File: config.mk
export PLATFORM = sky130hd
export DESIGN_NAME = lbeh_count_store
export DESIGN_NICKNAME = d
export VERILOG_FILES = /design/src/lbeh_pkg.sv /design/src/lbeh_count_store.sv
export SDC_FILE = /design/constraint.sdc
export NUM_CORES = 2
export LEC_CHECK = 0
export ABC_AREA = 1
export BUFFER_PORTS_ARGS = -buffer_cell sky130_fd_sc_hd__buf_2
export CORE_MARGIN = 2
export CORE_UTILIZATION = 27
export DETAILED_ROUTE_END_ITERATION = 8
export GPL_TIMING_DRIVEN = 0
export PLACE_DENSITY_LB_ADDON = 0.1
export REMOVE_ABC_BUFFERS = 1
export SYNTH_ARGS = -nofsm -noshare
export SYNTH_HDL_FRONTEND = slang
export SYNTH_SLANG_ARGS = --single-unit
File: constraint.sdc
create_clock -name clk -period 2.8 [get_ports clk]
set_clock_uncertainty 0.15 [all_clocks]
set_input_delay 0.14 -clock clk [delete_from_list [all_inputs] [get_ports clk]]
set_output_delay 0.14 -clock clk [all_outputs]
set_load 0.005 [all_outputs]
File: src/lbeh_pkg.sv
// lbeh_pkg: shared constants, types and the bin edge table for the
// log-binned energy histogram. No dependencies.
`default_nettype none

package lbeh_pkg;

    localparam int BIN_COUNT   = 64;
    localparam int BIN_BITS    = $clog2(BIN_COUNT);
    localparam int ENERGY_BITS = 24;
    localparam int COUNT_BITS  = 32;

    localparam int  EDGE_LOW_EV    = 1000;
    localparam int  SPAN_RATIO     = 15000;
    localparam real BIN_STEP       = 1.0 / BIN_COUNT;
    localparam int  EDGE_WIDE_BITS = ENERGY_BITS * (BIN_COUNT + 1);

    localparam logic [COUNT_BITS-1:0] COUNT_MAX = {COUNT_BITS{1'b1}};

    typedef enum logic {
        MODE_RECORD = 1'b0,
        MODE_READ   = 1'b1
    } mode_t;

    typedef logic [ENERGY_BITS-1:0] edge_tab_t [BIN_COUNT];

    typedef struct packed {
        logic [COUNT_BITS-1:0] primary;
        logic [COUNT_BITS-1:0] total;
    } count_pair_t;

    typedef struct packed {
        logic                en;
        logic [BIN_BITS-1:0] addr;
        count_pair_t         data;
    } wr_req_t;

    // e raised to BIN_COUNT, exact
    function automatic logic [EDGE_WIDE_BITS-1:0] edge_power(input logic [ENERGY_BITS-1:0] e);
        logic [EDGE_WIDE_BITS-1:0] acc;
        logic [EDGE_WIDE_BITS-1:0] base;
        acc  = EDGE_WIDE_BITS'(1);
        base = EDGE_WIDE_BITS'(e);
        for (int j = 0; j <= BIN_BITS; j++)
        begin
            if (BIN_COUNT[j])
            begin
                acc = acc * base;
            end
            base = base * base;
        end
        return acc;
    endfunction

    // rough starting point for the exact search
    function automatic logic [ENERGY_BITS-1:0] edge_estimate(input int k);
        real x;
        x = real'(EDGE_LOW_EV) * (real'(SPAN_RATIO) ** (real'(k) * BIN_STEP));
        return ENERGY_BITS'($rtoi(x));
    endfunction

    // threshold k: least E with E^BIN_COUNT >= 1000^BIN_COUNT * ratio^k,
    // worked out at elaboration
    function automatic edge_tab_t build_edges();
        edge_tab_t                 tab;
        logic [EDGE_WIDE_BITS-1:0] rhs;
        logic [ENERGY_BITS-1:0]    e;
        rhs = EDGE_WIDE_BITS'(1);
        for (int j = 0; j < BIN_COUNT; j++)
        begin
            rhs = rhs * EDGE_WIDE_BITS'(EDGE_LOW_EV);
        end
        tab[0] = ENERGY_BITS'(EDGE_LOW_EV);
        for (int k = 1; k < BIN_COUNT; k++)
        begin
            rhs = rhs * EDGE_WIDE_BITS'(SPAN_RATIO);
            e   = edge_estimate(k);
            while (edge_power(e) < rhs)
            begin
                e = e + 1'b1;
            end
            while (edge_power(e - 1'b1) >= rhs)
            begin
                e = e - 1'b1;
            end
            tab[k] = e;
        end
        return tab;
    endfunction

    localparam edge_tab_t EDGE_TABLE = build_edges();

    function automatic logic [COUNT_BITS-1:0] sat_inc(input logic [COUNT_BITS-1:0] v);
        return (v == COUNT_MAX) ? v : v + {{(COUNT_BITS-1){1'b0}}, 1'b1};
    endfunction

endpackage

`default_nettype wire

File: src/lbeh_count_store.sv
// lbeh_count_store: primary and total bin counters in one synchronous memory
// pair, registered read, per-bin valid bits cleared at reset.
// Depends on lbeh_pkg.
`default_nettype none

module lbeh_count_store
    import lbeh_pkg::*;
(
    input  wire logic                clk,
    input  wire logic                rst_n,
    input  wire logic                rd_en,
    input  wire logic [BIN_BITS-1:0] rd_addr,
    input  wire wr_req_t             wr,
    output count_pair_t              rd
);

    logic [COUNT_BITS-1:0] primary_mem [BIN_COUNT];
    logic [COUNT_BITS-1:0] total_mem   [BIN_COUNT];
    logic [BIN_COUNT-1:0]  valid_reg;
    count_pair_t           rd_data_reg;
    logic                  rd_valid_reg;

    always_ff @(posedge clk)
    begin
        if (wr.en)
        begin
            primary_mem[wr.addr] <= wr.data.primary;
            total_mem[wr.addr]   <= wr.data.total;
        end
        if (rd_en)
        begin
            rd_data_reg.primary <= primary_mem[rd_addr];
            rd_data_reg.total   <= total_mem[rd_addr];
        end
    end

    always_ff @(posedge clk or negedge rst_n)
    begin
        if (!rst_n)
        begin
            valid_reg    <= '0;
            rd_valid_reg <= 1'b0;
        end
        else
        begin
            if (wr.en)
            begin
                valid_reg[wr.addr] <= 1'b1;
            end
            if (rd_en)
            begin
                rd_valid_reg <= valid_reg[rd_addr];
            end
        end
    end

    // never-written bins read as zero
    assign rd = rd_valid_reg ? rd_data_reg : '0;

endmodule

`default_nettype wire

# Word level (Yosys, flattened, before mapping)
# Memory sizes are Yosys's and may differ from the RTL's. A register that Yosys moved wholly into a read port is not among the register bits.
# Index checks and enable logic that the tools add are counted.
dict set report word_totals {
  regBits 65
  ram_bits 4096
  output_inout_bits 64
  word_cells 16
  memories 2
}
dict set report op_classes {
  magnitude_cmp 3
  n_mux 7
  n_bitwise 1
  reduce_logical 1
}
# memory depth width read_ports rd_clocked_by_memory_dff wr line_no
set memory_table {}
lappend memory_table {primary_mem 64 32 1 1 1 lbeh_count_store.sv:17} ;# logic [COUNT_BITS-1:0] primary_mem [BIN_COUNT];
lappend memory_table {total_mem 64 32 1 1 1 lbeh_count_store.sv:18} ;# logic [COUNT_BITS-1:0] total_mem [BIN_COUNT];
# operator count
set ops {}
lappend ops {{$mux W64} 1}
lappend ops {{$or A64 B64 Y64} 1}
lappend ops {{$lt A6 B7 Y1 const B} 2}
lappend ops {{$bmux W1 S6} 1}
lappend ops {{$demux W1 S6} 1}
lappend ops {{$ge A6 B1 Y1 const B} 1}
lappend ops {{$mux W1} 4}
lappend ops {{$logic_and A1 B1 Y1} 1}

# Longest topological paths before layout
dict set report logic_depth {
  word_depth 5
  depth_mapped 13
}

# Worst setup path after synthesis
# OpenSTA, ideal clock, no wires.
dict set report synth_path {
  kind {input-to-reg}
  from {in wr[70] (netlist name)}
  to {mem primary_mem[0][0] (enable)}
  setup_ns 0.487
  t_arrival_ns 3.231
  t_required_ns 2.163
  setup_slack_ns -1.068
  path_stages 4
  path_cell_list {inv_1 > nor2_1 > nand2_1 > nor2_1}
}
dict set report synth_between {
  elab_chain_cells 2
}
# element line_no
set synth_lines {}
lappend synth_lines {{start, declared} lbeh_count_store.sv:13} ;# input wire wr_req_t wr,
lappend synth_lines {{$mux W1} lbeh_count_store.sv:25} ;# if (wr.en)
lappend synth_lines {{$mux W1 (implied by the code)} lbeh_count_store.sv:27} ;# primary_mem[wr.addr] <= wr.data.primary;
lappend synth_lines {{end, declared} lbeh_count_store.sv:17}
# No other way between the ends.

# Final worst setup path
dict set report layout_path {
  from {in wr[66] (netlist name)}
  to {mem primary_mem[20][1] (enable)}
}
# Straight into the memory's write port.

==> reports/results.ini <==
[finish]
nFillCells=62100
layout-drive-gt1-share_pct=9.60
reg_top3=primary_mem (2048), total_mem (2048)
areaGrowthSynthToFinish_pct=20.4
fin_nets=13900
stdcell_area_um2=202000

[place]
placed_cell_area_um2=184000
pre_cts_ws_ns=-3.46
portBuffers=143
dp_hpwl_mm=345
gp_congestion=0.653

[worst_hold_path]
worstHoldStart=rd_addr[1]
min_path_cells=9
hp-class=in2reg
whs_endpoint=rd_data_reg[40]

[global_route]
grt_use_total_pct=20.0
grt_pass1_vias=106000
overflow=0
grt_max_degree=188
antenna_found_initial=37
grt_pass1_wl_mm=892

[route]
wl_per_cell_um=28.9
dr.first_iter.drc_count=9988
avgViaCountPerCell=4.84
drt_wl_total_mm=650
drtPass1Iterations=6
via_count=109000
route.detailed.drc=0
final_antenna_net_count=0

[timing]
layout_setup_ws_ns=0.0223
setup_violations=0
max_slew.worst_pin.slew_ns=1.23
fin_tns_setup_ns=0
min_period_ns=2.78
period_share_pct=99.2
rsz0062_at_grt=no
holdWs_ns=0.0496
fmax_mhz=360
final-hold-violation-count=0
max_slew_margin_pct=17.8
drv_slew=0

[run]
drv_cap=0

[logic_synthesis]
ys_seq_area_share_pct=75.3
syn_avg_cell_area_um2=12.4
synth.distinct_cells=17
synth_cells=13600
synth_area_leaders=edfxtp_1 (74%), nand3_1 (9.0%), nand2_1 (7.9%)
yosysWarnings=0
synth_seq_cells=4225
syn-cell-area_um2=168000
yosysTopAreaCell=edfxtp_1
synth_top_cell_area_share_pct=74.4

[worst_setup_path]
timing.rr.end=rd_data_reg[15]
start_kind=input port
timing.rr.start=total_mem[13][15]
crit_arrival_ns=3.35
cp.required_ns=3.37
path_max_fanout=13
cp-end-kind=flip-flop
reg2reg_depth=9
r2r_slack_ns=0.74
crit_type=in2reg

[clocking]
cts_tree=yes
cts_max_level=5
clk_pin_slew_ns=0.06
clkSinkCount=4225
cts_buffers=476
clockBufferDepth=4
clock_latency_ns=1.06
cts_root_buf=clkbuf_16

[power_and_ir_drop]
power_leakage_uw=0.0695
total_power_uw=139000
powerDensity_nw_per_um2=689
irDropWorstVdd_v=0.000523

[die]
fp.dieH_um=793
num_io_pins=144
start_util_pct=27.1
dieArea_um2=629000
coreArea_um2=620000
num_rows=289
die-width_um=793

[run_status]
outcome=finished, final reports clean

-- routing by layer --
metal | global-route usage (%) | part of all wire (%) | up-vias
met4 | 4.48 | 2.3 | 6
met2 | 33.7 | 48 | 2433
met3 | 2.01 | 3.7 | 745
met5 | 0 | 0.0060 | -
li1 | - | - | 49300
met1 | 27.9 | 46 | 56500
-- worst max path at each step --
stage / from / endpoint / slack (ns) / depth (start not counted)
finish: wr[66] / primary_mem[20][1] / 0.02 / 9
global route: rd_addr[0] / rd_data_reg[29] / 0.01 / 14
CTS: rd_valid_reg / rd[22] / 0.004 / 4
detailed placement: rd_addr[0] / rd_data_reg[39] / -3.46 / 16
global placement: rd_addr[0] / rd_data_reg[44] / -252.48 / 10
floorplan: rd_addr[0] / rd_data_reg[13] / -7.40 / 9
-- layout by cell type (no fill, tap or decap) --
cell type	n
a21oi_1	128
buf_12	279
buf_16	138
buf_2	134
buf_4	8
buf_6	2
buf_8	4
bufbuf_16	51
bufinv_16	16
clkbuf_1	150
clkbuf_16	495
clkbuf_8	13
clkinv_1	126
clkinv_16	6
clkinv_2	57
clkinv_8	5
clkinvlp_4	8
dfrtp_1	64
dfrtp_4	1
diode_2	13
dlygate4sd3_1	89
edfxtp_1	4160
inv_1	199
inv_16	4
inv_6	8
inv_8	4
nand2_1	3527
nand2_2	4
nand2_4	1
nand3_1	3015
nor2_1	515
nor2_2	1
nor2_4	64
o21ai_0	640
o22ai_1	256
or2_2	64
-- worst max-delay path, stage by stage --
cell           delay [ns]
dlygate4sd3_1        0.64
buf_2                0.18
inv_1                0.04
nor2_1               0.13
nand2_1              0.48
nor2_4               0.92
buf_12               0.28
buf_12               0.24
buf_12               0.21
-- final cells by class --
| cell class | instances | area (um^2) | share of cell area [%] |
|---|---|---|---|
| Sequential cell | 4225 | 127000 | 62.6 |
| Clock buffer | 650 | 12900 | 6.39 |
| Timing Repair inverter | 5 | 48.8 | 0.0241 |
| Tap cell | 8293 | 10400 | 5.13 |
| Multi-Input combinational cell | 8215 | 36900 | 18.2 |
| Antenna cell | 13 | 32.5 | 0.0161 |
| Inverter | 207 | 881 | 0.436 |
| Clock inverter | 221 | 1570 | 0.778 |
| Timing Repair Buffer | 713 | 12900 | 6.40 |
-- cells in the mapped netlist --
| cell type | n |
|---|---|
| a21oi_1 | 128 |
| buf_1 | 120 |
| buf_2 | 394 |
| buf_4 | 86 |
| buf_6 | 6 |
| clkbuf_1 | 308 |
| dfrtp_1 | 65 |
| edfxtp_1 | 4160 |
| inv_1 | 203 |
| inv_2 | 3 |
| inv_4 | 1 |
| nand2_1 | 3532 |
| nand3_1 | 3015 |
| nor2_1 | 580 |
| o21ai_0 | 640 |
| o22ai_1 | 256 |
| or2_2 | 64 |
-- power by group --
part / switching, uW / internal [uW] / leakage (uW)
Clock: 26200 / 33500 / 0.00704
Sequential: 217 / 70200 / 0.0383
Combinational: 6590 / 2610 / 0.0242
Total: 33100 / 106000 / 0.0695
-- timing repair --
action / CTS / global route
resized for setup: 19 / 4
hold buffers: 97 / 0
endpoints found under the setup margin: 101 / 70
endpoints found under the hold margin: 4289 / 0
cloned: 57 / 10
pin swaps: 0 / 3
buffers inserted: 2 / 6
-- logic make-up after synthesis --
kind of cell,Yosys count,share of synthesized area (%)
and+or+nand+nor,7191,18.4
AOI/OAI and AO/OA,1024,3.24
buffers and inverters,1121,3.02
DFF,4225,75.3
-- per-stage QoR --
stage | std cells | util (%)
2_1_floorplan | 12600 | -
3_3_place_gp | 21100 | 28.2
3_5_place_dp | 21500 | 29.8
4_1_cts | 22500 | 32.6
5_1_grt | 22500 | 32.6
6_report | 22500 | 32.6
No activity file was read; power rests on OpenSTA's default activity.
